===== src/design/pwg_pkg.sv =====
`default_nettype none
package pwg_pkg;

	typedef enum logic [1:0] {
		WAVE_SQUARE   = 2'd0,
		WAVE_SAW      = 2'd1,
		WAVE_TRIANGLE = 2'd2,
		WAVE_SINE     = 2'd3
	} wave_t;

	typedef enum logic [1:0] {
		REG_WAVEFORM  = 2'd0,
		REG_FS_HZ     = 2'd1,
		REG_TONE_FREQ = 2'd2,
		REG_NONE      = 2'd3
	} reg_idx_t;

	typedef enum logic [2:0] {
		ST_IDLE,
		ST_LOAD,
		ST_PER,
		ST_SMP,
		ST_IDX,
		ST_ROM,
		ST_OUT
	} state_t;

	typedef struct packed {
		logic accept;
		logic per_start;
		logic smp_start;
		logic per_load;
		logic smp_load;
		logic idx_load;
		logic rom_load;
		logic out_load;
	} cmd_t;

	typedef struct packed {
		logic div_done;
		logic out_free;
	} sts_t;

	localparam logic [7:0] SAMPLE_MAX = 8'hFF;
	localparam logic [7:0] SAMPLE_MID = 8'h7F;
	localparam logic [17:0] RESET_FS_HZ = 18'd8000;
	localparam logic [15:0] RESET_TONE_FREQ = 16'd440;

	function automatic logic [7:0] sine_entry(input logic [63:0] z);
		logic [63:0] z2;
		logic [63:0] r;
		logic [63:0] s;
		z2 = (z * z) >> 16;
		r = 64'd11;
		r = 64'd307 - ((z2 * r) >> 16);
		r = 64'd5223 - ((z2 * r) >> 16);
		r = 64'd42334 - ((z2 * r) >> 16);
		r = 64'd102944 - ((z2 * r) >> 16);
		s = (z * r) >> 16;
		s = (64'd255 * s + 64'd32768) >> 16;
		return (s > 64'd255) ? 8'd255 : s[7:0];
	endfunction

	function automatic logic [7:0] sine_level(input logic [7:0] e, input logic upper);
		logic [15:0] m;
		m = 16'd127 * {8'd0, e};
		if (upper) begin
			return SAMPLE_MID + 8'(m / 16'd255);
		end
		return SAMPLE_MID - 8'((m + 16'd254) / 16'd255);
	endfunction

endpackage
`default_nettype wire


===== src/design/pwg_div.sv =====
`default_nettype none
module pwg_div #(
	parameter int NW = 31,
	parameter int DW = 16
) (
	input  wire logic          clk,
	input  wire logic          arst_n,
	input  wire logic          start,
	input  wire logic [NW-1:0] num,
	input  wire logic [DW-1:0] den,
	output logic               done,
	output logic [NW-1:0]      quot
);
	localparam int CW = $clog2(NW);

	logic          busy_q;
	logic          done_q;
	logic [CW-1:0] cnt_q;
	logic [DW-1:0] rem_q;
	logic [NW-1:0] quo_q;
	logic [DW-1:0] den_q;
	logic [DW:0]   rem_sh;
	logic [DW:0]   diff;

	assign rem_sh = {rem_q, quo_q[NW-1]};
	assign diff = rem_sh - {1'b0, den_q};

	always_ff @(posedge clk or negedge arst_n) begin
		if (!arst_n) begin
			busy_q <= 1'b0;
			done_q <= 1'b0;
		end else begin
			done_q <= 1'b0;
			if (start) begin
				busy_q <= 1'b1;
			end else if (busy_q && cnt_q == '0) begin
				busy_q <= 1'b0;
				done_q <= 1'b1;
			end
		end
	end

	always_ff @(posedge clk) begin
		if (start) begin
			cnt_q <= CW'(NW - 1);
			rem_q <= '0;
			quo_q <= num;
			den_q <= den;
		end else if (busy_q) begin
			cnt_q <= cnt_q - 1'b1;
			rem_q <= diff[DW] ? rem_sh[DW-1:0] : diff[DW-1:0];
			quo_q <= {quo_q[NW-2:0], ~diff[DW]};
		end
	end

	assign done = done_q;
	assign quot = quo_q;
endmodule
`default_nettype wire


===== src/design/pwg_ctrl.sv =====
`default_nettype none
module pwg_ctrl (
	input  wire logic            clk,
	input  wire logic            arst_n,
	input  wire logic            cfg_wr,
	input  wire pwg_pkg::wave_t  waveform,
	input  wire logic            in_valid,
	output logic                 in_ready,
	input  wire pwg_pkg::sts_t   sts,
	output pwg_pkg::cmd_t        cmd
);
	pwg_pkg::state_t state_q;
	pwg_pkg::state_t state_d;
	logic            pend_q;

	always_ff @(posedge clk or negedge arst_n) begin
		if (!arst_n) begin
			state_q <= pwg_pkg::ST_IDLE;
			pend_q  <= 1'b1;
		end else begin
			state_q <= state_d;
			pend_q  <= cfg_wr | (pend_q & ~cmd.per_start);
		end
	end

	always_comb begin
		state_d  = state_q;
		cmd      = '0;
		in_ready = 1'b0;
		case (state_q)
			pwg_pkg::ST_IDLE: begin
				in_ready = ~pend_q & ~cfg_wr;
				if (pend_q && !cfg_wr) begin
					cmd.per_start = 1'b1;
					state_d = pwg_pkg::ST_PER;
				end else if (in_valid && in_ready) begin
					cmd.accept = 1'b1;
					state_d = (waveform == pwg_pkg::WAVE_SQUARE) ?
						pwg_pkg::ST_OUT : pwg_pkg::ST_LOAD;
				end
			end
			pwg_pkg::ST_LOAD: begin
				cmd.smp_start = 1'b1;
				state_d = pwg_pkg::ST_SMP;
			end
			pwg_pkg::ST_PER: begin
				if (sts.div_done) begin
					cmd.per_load = 1'b1;
					state_d = pwg_pkg::ST_IDLE;
				end
			end
			pwg_pkg::ST_SMP: begin
				if (sts.div_done) begin
					if (waveform == pwg_pkg::WAVE_SINE) begin
						state_d = pwg_pkg::ST_IDX;
					end else begin
						cmd.smp_load = 1'b1;
						state_d = pwg_pkg::ST_OUT;
					end
				end
			end
			pwg_pkg::ST_IDX: begin
				cmd.idx_load = 1'b1;
				state_d = pwg_pkg::ST_ROM;
			end
			pwg_pkg::ST_ROM: begin
				cmd.rom_load = 1'b1;
				state_d = pwg_pkg::ST_OUT;
			end
			pwg_pkg::ST_OUT: begin
				if (sts.out_free) begin
					cmd.out_load = 1'b1;
					state_d = pwg_pkg::ST_IDLE;
				end
			end
			default: begin
				state_d = pwg_pkg::ST_IDLE;
			end
		endcase
	end
endmodule
`default_nettype wire


===== src/design/pwg_datapath.sv =====
`default_nettype none
module pwg_datapath #(
	parameter int MAX_PERIOD = 16384,
	parameter int SINE_TABLE_DEPTH = 256
) (
	input  wire logic           clk,
	input  wire logic           arst_n,
	input  wire pwg_pkg::cmd_t  cmd,
	output pwg_pkg::sts_t       sts,
	input  wire pwg_pkg::wave_t waveform,
	input  wire logic [17:0]    fs_hz,
	input  wire logic [15:0]    tone_freq,
	input  wire logic           restart,
	output logic                out_valid,
	input  wire logic           out_ready,
	output logic [7:0]          out_sample,
	output logic                out_end,
	output logic                out_clipped
);
	localparam int PW = $clog2(MAX_PERIOD + 1);
	localparam int DW = (PW > 16) ? PW : 16;
	localparam int NW = PW + 16;
	localparam int IW = $clog2(SINE_TABLE_DEPTH + 1);

	logic [PW-1:0]   period_q;
	logic            clip_q;
	logic [PW-1:0]   phase_q;
	logic [PW-1:0]   t_q;
	logic            end_q;
	logic [7:0]      res_q;
	logic [IW-1:0]   idx_q;
	logic            upper_q;
	logic            valid_q;
	logic [7:0]      sample_q;
	logic            oend_q;
	logic            oclip_q;

	logic [PW-1:0]   half;
	logic [PW-1:0]   quarter;
	logic [PW+1:0]   three_n;
	logic [PW-1:0]   tq;
	logic [PW-1:0]   adj;
	logic [PW-1:0]   t_in;
	logic            end_in;
	logic [NW-1:0]   adj255;
	logic [NW-1:0]   h510;
	logic [NW-1:0]   div_num;
	logic [DW-1:0]   div_den;
	logic            div_done;
	logic [NW-1:0]   quot;
	logic [7:0]      quot_sat;
	logic [14:0]     fm;
	logic [15+IW-1:0] prod;
	logic [PW-1:0]   period_d;
	logic            clip_d;
	logic [7:0]      sine_hi [SINE_TABLE_DEPTH+1];
	logic [7:0]      sine_lo [SINE_TABLE_DEPTH+1];

	for (genvar gi = 0; gi <= SINE_TABLE_DEPTH; gi++) begin : g_sine
		localparam logic [63:0] Z = (64'(gi) << 16) / SINE_TABLE_DEPTH;
		localparam logic [7:0] E = (gi == SINE_TABLE_DEPTH) ?
			8'd255 : pwg_pkg::sine_entry(Z);
		assign sine_hi[gi] = pwg_pkg::sine_level(E, 1'b1);
		assign sine_lo[gi] = pwg_pkg::sine_level(E, 1'b0);
	end

	assign half = period_q >> 1;
	assign quarter = period_q >> 2;
	assign three_n = (PW+2)'(period_q) + {1'b0, period_q, 1'b0};
	assign tq = three_n[PW+1:2];
	assign adj = (t_q < tq) ? t_q + quarter : t_q - tq;
	assign adj255 = NW'({adj, 8'd0}) - NW'(adj);
	assign h510 = NW'({half, 9'd0}) - NW'({half, 1'b0});

	assign t_in = (restart || phase_q >= period_q) ? '0 : phase_q;
	assign end_in = (t_in == period_q - 1'b1);

	always_comb begin
		div_num = '0;
		div_den = DW'(period_q);
		if (cmd.per_start) begin
			div_num = NW'(fs_hz);
			div_den = DW'(tone_freq);
		end else begin
			case (waveform)
				pwg_pkg::WAVE_TRIANGLE: begin
					div_den = DW'(half);
					if (adj <= half) begin
						div_num = adj255;
					end else begin
						div_num = (h510 > adj255) ? h510 - adj255 : '0;
					end
				end
				pwg_pkg::WAVE_SINE: begin
					div_num = {t_q, 16'd0};
				end
				default: begin
					div_num = adj255;
				end
			endcase
		end
	end

	pwg_div #(
		.NW(NW),
		.DW(DW)
	) u_div (
		.clk(clk),
		.arst_n(arst_n),
		.start(cmd.per_start | cmd.smp_start),
		.num(div_num),
		.den(div_den),
		.done(div_done),
		.quot(quot)
	);

	assign quot_sat = (quot > NW'(pwg_pkg::SAMPLE_MAX)) ? pwg_pkg::SAMPLE_MAX : quot[7:0];

	always_comb begin
		clip_d = 1'b0;
		period_d = quot[PW-1:0];
		if (tone_freq == '0 || quot > NW'(MAX_PERIOD)) begin
			clip_d = 1'b1;
			period_d = PW'(MAX_PERIOD);
		end else if (quot < NW'(2)) begin
			clip_d = 1'b1;
			period_d = PW'(2);
		end
	end

	assign fm = quot[14] ? 15'd16384 - {1'b0, quot[13:0]} : {1'b0, quot[13:0]};
	assign prod = (15+IW)'(fm) * (15+IW)'(SINE_TABLE_DEPTH);

	always_ff @(posedge clk or negedge arst_n) begin
		if (!arst_n) begin
			phase_q <= '0;
			valid_q <= 1'b0;
		end else begin
			if (cmd.accept) begin
				phase_q <= end_in ? '0 : t_in + 1'b1;
			end
			if (cmd.out_load) begin
				valid_q <= 1'b1;
			end else if (out_ready) begin
				valid_q <= 1'b0;
			end
		end
	end

	always_ff @(posedge clk) begin
		if (cmd.per_load) begin
			period_q <= period_d;
			clip_q   <= clip_d;
		end
		if (cmd.accept) begin
			t_q   <= t_in;
			end_q <= end_in;
		end
		if (cmd.smp_load) begin
			res_q <= quot_sat;
		end
		if (cmd.idx_load) begin
			idx_q   <= prod[14 +: IW];
			upper_q <= ~quot[15];
		end
		if (cmd.rom_load) begin
			res_q <= upper_q ? sine_hi[idx_q] : sine_lo[idx_q];
		end
		if (cmd.out_load) begin
			sample_q <= (waveform == pwg_pkg::WAVE_SQUARE) ?
				((t_q < half) ? pwg_pkg::SAMPLE_MAX : 8'd0) : res_q;
			oend_q   <= end_q;
			oclip_q  <= clip_q;
		end
	end

	assign sts.div_done = div_done;
	assign sts.out_free = ~valid_q | out_ready;
	assign out_valid = valid_q;
	assign out_sample = sample_q;
	assign out_end = oend_q;
	assign out_clipped = oclip_q;
endmodule
`default_nettype wire


===== src/design/periodic_waveform_generator.sv =====
`default_nettype none
// Tone generator: each beat on the input stream (restart in bit 0 of s_axis_tdata) yields one
// 8-bit unsigned sample on the output stream, with tlast marking the last sample of a period and
// tuser flagging a period clipped to 2..MAX_PERIOD. Period = fs_hz / tone_freq, computed
// by a shared restoring divider that produces one quotient bit per clock, on a numerator of
// $clog2(MAX_PERIOD+1)+16 bits (31 by default). A square sample passes from accept through
// ST_OUT to the output register; saw and triangle go through ST_LOAD, ST_SMP and ST_OUT, and
// sine through ST_LOAD, ST_SMP, ST_IDX, ST_ROM and ST_OUT. Each register write, and reset,
// triggers a period recompute during which no input beat is taken. One beat is worked on at
// a time; the output register lets the next beat in while a finished sample waits.
module periodic_waveform_generator #(
	parameter int MAX_PERIOD = 16384,
	parameter int SINE_TABLE_DEPTH = 256
) (
	input  wire logic        clk,
	input  wire logic        arst_n,
	input  wire logic        psel,
	input  wire logic        penable,
	input  wire logic        pwrite,
	input  wire logic [3:0]  paddr,
	input  wire logic [31:0] pwdata,
	output logic [31:0]      prdata,
	output logic             pready,
	input  wire logic        s_axis_tvalid,
	output logic             s_axis_tready,
	input  wire logic [7:0]  s_axis_tdata,  // [0] restart, [7:1] zero
	output logic             m_axis_tvalid,
	input  wire logic        m_axis_tready,
	output logic [7:0]       m_axis_tdata,  // [7:0] sample
	output logic             m_axis_tlast,
	output logic [0:0]       m_axis_tuser   // [0] period_clipped
);
	pwg_pkg::wave_t    waveform_q;
	logic [17:0]       fs_hz_q;
	logic [15:0]       tone_freq_q;
	logic              cfg_wr;
	pwg_pkg::reg_idx_t reg_idx;
	pwg_pkg::cmd_t     cmd;
	pwg_pkg::sts_t     sts;
	logic              out_clipped;

	assign pready = 1'b1;
	assign reg_idx = pwg_pkg::reg_idx_t'(paddr[3:2]);
	assign cfg_wr = psel & penable & pwrite & pready & (reg_idx != pwg_pkg::REG_NONE);

	always_ff @(posedge clk or negedge arst_n) begin
		if (!arst_n) begin
			waveform_q  <= pwg_pkg::WAVE_SQUARE;
			fs_hz_q     <= pwg_pkg::RESET_FS_HZ;
			tone_freq_q <= pwg_pkg::RESET_TONE_FREQ;
		end else if (cfg_wr) begin
			case (reg_idx)
				pwg_pkg::REG_WAVEFORM:  waveform_q <= pwg_pkg::wave_t'(pwdata[1:0]);
				pwg_pkg::REG_FS_HZ:     fs_hz_q <= pwdata[17:0];
				pwg_pkg::REG_TONE_FREQ: tone_freq_q <= pwdata[15:0];
				default: begin
				end
			endcase
		end
	end

	always_comb begin
		case (reg_idx)
			pwg_pkg::REG_WAVEFORM:  prdata = {30'd0, waveform_q};
			pwg_pkg::REG_FS_HZ:     prdata = {14'd0, fs_hz_q};
			pwg_pkg::REG_TONE_FREQ: prdata = {16'd0, tone_freq_q};
			default:                prdata = '0;
		endcase
	end

	pwg_ctrl u_ctrl (
		.clk(clk),
		.arst_n(arst_n),
		.cfg_wr(cfg_wr),
		.waveform(waveform_q),
		.in_valid(s_axis_tvalid),
		.in_ready(s_axis_tready),
		.sts(sts),
		.cmd(cmd)
	);

	pwg_datapath #(
		.MAX_PERIOD(MAX_PERIOD),
		.SINE_TABLE_DEPTH(SINE_TABLE_DEPTH)
	) u_datapath (
		.clk(clk),
		.arst_n(arst_n),
		.cmd(cmd),
		.sts(sts),
		.waveform(waveform_q),
		.fs_hz(fs_hz_q),
		.tone_freq(tone_freq_q),
		.restart(s_axis_tdata[0]),
		.out_valid(m_axis_tvalid),
		.out_ready(m_axis_tready),
		.out_sample(m_axis_tdata),
		.out_end(m_axis_tlast),
		.out_clipped(out_clipped)
	);

	assign m_axis_tuser = out_clipped;

	a_one_beat: assert property (@(posedge clk) disable iff (!arst_n)
		cmd.accept |=> !s_axis_tready)
		else $error("input beat taken while another is in flight");

	a_cfg_block: assert property (@(posedge clk) disable iff (!arst_n)
		cfg_wr |=> !s_axis_tready)
		else $error("input beat taken before period recompute");

	a_no_overwrite: assert property (@(posedge clk) disable iff (!arst_n)
		cmd.out_load |-> (!m_axis_tvalid || m_axis_tready))
		else $error("output beat overwritten while stalled");

	a_one_start: assert property (@(posedge clk) disable iff (!arst_n)
		!(cmd.per_start && cmd.smp_start))
		else $error("divider started twice");
endmodule
`default_nettype wire

===== config.mk =====
export PLATFORM = sky130hd
export DESIGN_NAME = periodic_waveform_generator
export DESIGN_NICKNAME = d
export VERILOG_FILES = /design/src/design/pwg_pkg.sv /design/src/design/pwg_div.sv /design/src/design/pwg_ctrl.sv /design/src/design/pwg_datapath.sv /design/src/design/periodic_waveform_generator.sv
export SDC_FILE = /design/constraint.sdc
export NUM_CORES = 1
export LEC_CHECK = 0
export BUFFER_PORTS_ARGS = -buffer_cell sky130_fd_sc_hd__buf_2
export CAP_MARGIN = 25
export CELL_PAD_IN_SITES_DETAIL_PLACEMENT = 1
export CELL_PAD_IN_SITES_GLOBAL_PLACEMENT = 2
export CORE_MARGIN = 3
export CORE_UTILIZATION = 35
export DETAILED_ROUTE_END_ITERATION = 16
export HOLD_SLACK_MARGIN = 0.03
export PLACE_DENSITY = 0.82
export SLEW_MARGIN = 20
export SYNTH_ARGS = -nofsm -noshare
export SYNTH_HDL_FRONTEND = slang
export SYNTH_SLANG_ARGS = --single-unit

===== constraint.sdc =====
create_clock -name clk -period 8.81 [get_ports clk]
set_input_delay 0.4405 -clock clk [delete_from_list [all_inputs] [get_ports clk]]
set_output_delay 0.4405 -clock clk [all_outputs]
set_load 0.01 [all_outputs]

==> results.json <==
{
  "power.leakage_nw": 9.07,
  "syn_inst": 2279,
  "clkTransAtPathRegs_ps": 80,
  "crit_fanout": 9,
  "slowest_delay_ps": 510,
  "fin_crit_sh": 0.971,
  "root_buffer": "clkbuf_16",
  "setup_ws_ps": 254,
  "final-max-slew-violation-count": 0,
  "die_area_sq_mm": 0.0565,
  "wl_met1_um": 33300,
  "cellPowerDensity_mw_per_mm2": 301,
  "drtPass1Iterations": 5,
  "antenna_found_initial": 1,
  "grt_usage": 0.256,
  "areaGrowthSynthToFinish_pct": 13.9,
  "rows": 84,
  "utilization": 0.405,
  "ir_drop_v": 0.000161,
  "fin_nets": 2615,
  "rsz0062_at_grt": "yes",
  "first_iter_violations": 1436,
  "comb_power_share": 0.624,
  "required_ps": 9010,
  "avgSynthCellArea_sq_um": 8.24,
  "wl_per_cell_um": 24.1,
  "hp-class": "input pin to async pin",
  "switching_share": 0.489,
  "setup.worst_path.start_class": "flip-flop",
  "status": "finished, final reports clean",
  "grt_max_degree": 71,
  "synth_edf_count": 107,
  "relSlewSlack": 0.263,
  "setup_viol": 0,
  "async_flop_share": 0.312,
  "viasPerCell": 5.93,
  "h-tree-depth": 4,
  "critPathCaptureType": "flip-flop",
  "dr_total_vias": 18300,
  "hold_violations": 0,
  "insertion_delay_ps": 470,
  "worstRegToRegCells": 43,
  "cts_tree": "yes",
  "met3WireLength_um": 3900,
  "fp.dieH_um": 238,
  "initial_utilization": 0.355,
  "cap_violations": 0,
  "wl_met2_um": 35200,
  "clkPwrFrac": 0.123,
  "internal_power_w": 0.00330,
  "final_layout_size_suffix_gt1_frac": 0.157,
  "numCtsBuffers": 17,
  "overflow": 0,
  "ios": 96,
  "fmax_mhz": 117,
  "postRouteWirelength_um": 74500,
  "critPathMostFrequentCell": "a21oi_2",
  "power_switching_w": 0.00315,
  "clock-sinks": 186,
  "ant_nets": 0,
  "synth_area_sq_mm": 0.0188,
  "r2r_slack_ps": 250,
  "finClkSkew_ps": 21.7,
  "dr.max_layer_used": "met5",
  "finalCriticalPeriod_ps": 8560,
  "crit_arrival_ps": 8760,
  "die_w_um": 238,
  "drc": 0,
  "diodes": 0,
  "cts_buffer_depth": 2,
  "place.gp.congestion": 0.951,
  "total_power_w": 0.00645,
  "p_seq_frac": 0.253,
  "preCtsSetupSlack_ps": -222,
  "grt_pass1_vias": 18500,
  "seq_area_frac_synth": 0.271,
  "coreArea_sq_mm": 0.0529,
  "grt_pass1_wl_um": 112000,
  "numPortBuffers": 57,
  "dominantRegCellSynth": "edfxtp_1",
  "ys_warn_count": 0,
  "crit_slowest_cell": "or4_1",
  "tightest_slew_ps": 1100,
  "crit_type": "flip-flop to flip-flop",
  "dp_hpwl_um": 56500,
  "ys_ff_latch": 186,
  "yosysUniqueCellTypes": 103
}
cell usage after synthesis (11+ instances only):
master	n	area [sq um]
and3_1	24	150
o21a_1	22	165
a21oi_1	172	861
and2_1	25	156
o21ai_0	161	806
o21bai_1	20	150
xor2_1	30	263
ha_1	175	2190
or2_2	13	81.3
dfxtp_1	21	420
inv_1	129	484
mux2_2	40	450
dfrtp_1	46	1150
o22ai_1	15	93.8
a211oi_1	30	225
edfxtp_1	107	3210
buf_4	15	113
o211ai_1	36	270
nor2_1	190	713
o31ai_1	18	135
a31oi_1	51	319
a21o_1	54	405
nand3_1	44	220
mux2i_1	31	310
nor2b_1	25	156
nor3_1	64	320
a22o_1	16	140
clkbuf_1	92	345
or3_1	19	119
nand2b_1	16	100
buf_1	11	41.3
nand2_1	191	717
dfstp_2	12	315
xnor2_1	114	998
nand4_1	32	200
nor4_1	15	93.8
repair_timing:
item | 4_1_cts | 5_1_grt
endpoints found under the hold margin | 0 | 0
pin swaps | 0 | 39
resized for setup | 8 | 46
hold buffers | 0 | 0
setup endpoints to repair | 23 | 31
buffers inserted | 0 | 12
cell families (layout without fill, tap and decap cells):
logic type / count (synthesis) / count (layout) / share of synthesized area
xor+xnor: 147 / 147 / 0.0709
flops: 186 / 186 / 0.271
compound gates: 730 / 730 / 0.256
simple gates: 697 / 697 / 0.178
buf+inv: 261 / 367 / 0.0568
mux: 74 / 74 / 0.0441
other cells: 2 / 15 / 0.000400
fa+ha+maj: 182 / 182 / 0.122
layout make-up:
type,count,area [sq um]
Tap cell,688,861
Inverter,133,499
Clock buffer,17,425
Multi-Input combinational cell,1845,12900
Timing Repair Buffer,202,1400
Fill cell,6335,31500
Sequential cell,186,5100
Clock inverter,15,160
flip-flops by register name (all words and copies together) (netlist names), 2 cells and up:
name                    cells
fs_hz_q                    18
u_datapath.u_div.rem_q     16
u_datapath.phase_q         15
u_datapath.res_q            8
u_datapath.period_q        15
u_datapath.u_div.cnt_q      5
tone_freq_q                16
u_datapath.out_sample       8
u_datapath.u_div.quot      31
u_ctrl.state_q              3
u_datapath.t_q             15
waveform_q                  2
u_datapath.idx_q            9
u_datapath.u_div.den_q     16
layout by cell type (no fill, tap or decap), types with 40 or more instances in the layout:
master / netlist / routed
xnor2_1: 114 / 111
inv_1: 129 / 129
a31oi_1: 51 / 49
nand3_1: 44 / 44
edfxtp_1: 107 / 107
a21o_1: 54 / 54
dfrtp_1: 46 / 46
mux2_2: 40 / 40
ha_1: 175 / 172
nor2_1: 190 / 185
nor3_1: 64 / 63
a21oi_1: 172 / 155
buf_2: 7 / 57
nand2_1: 191 / 191
o21ai_0: 161 / 156
buf_4: 15 / 141
metrics by stage:
step,cells,instance area [sq um],hold slack (ps),setup TNS (ps)
global placement,3040,20400,450,0
floorplan,2292,18800,145,0
CTS,3073,21100,184,0
finish,3086,21400,205,0
detailed placement,3041,20500,467,-1700
global route,3086,21400,201,-1640
power groups by stage:
| stage | clock [W] | sequential, W | combinational, W |
|---|---|---|---|
| 3_5_place_dp | 0 | 0.00164 | 0.00390 |
| 3_3_place_gp | 0 | 0.00162 | 0.00379 |
| 5_1_grt | 0.000837 | 0.00166 | 0.00446 |
| 6_report | 0.000791 | 0.00163 | 0.00402 |
| 4_1_cts | 0.000804 | 0.00162 | 0.00394 |
| 2_1_floorplan | 0 | 0.00145 | 0.00283 |
per-layer routing:
layer / track usage / up-vias
met1: 0.338 / 9169
met3: 0.0411 / 74
met4: 0.0758 / 2
li1: - / 8602
met2: 0.434 / 462
met5: 0 / -
worst max-delay path: cells and delay by family, from the launching register on:
family                     cells  cell delay (ps)
AOI/OAI and AO/OA             22             3680
buffers and inverters          8             1130
and+or+nand+nor                7             1560
DFF                            1              460
xor gates and xnor gates       2              310
adders and majority gates      4             1130
worst paths after layout:
kind | from | endpoint
max | u_datapath.period_q[1] | u_datapath.u_div.quot[4]
min | arst_n | u_datapath.phase_q[14]
max reg2reg | u_datapath.period_q[1] | u_datapath.u_div.quot[4]
min reg2reg | u_datapath.clip_q | u_datapath.out_clipped
max in group asynchronous | arst_n | u_ctrl.state_q[2]
min in group clk | pwdata[17] | fs_hz_q[17]
(Power assumes the default switching activity.)
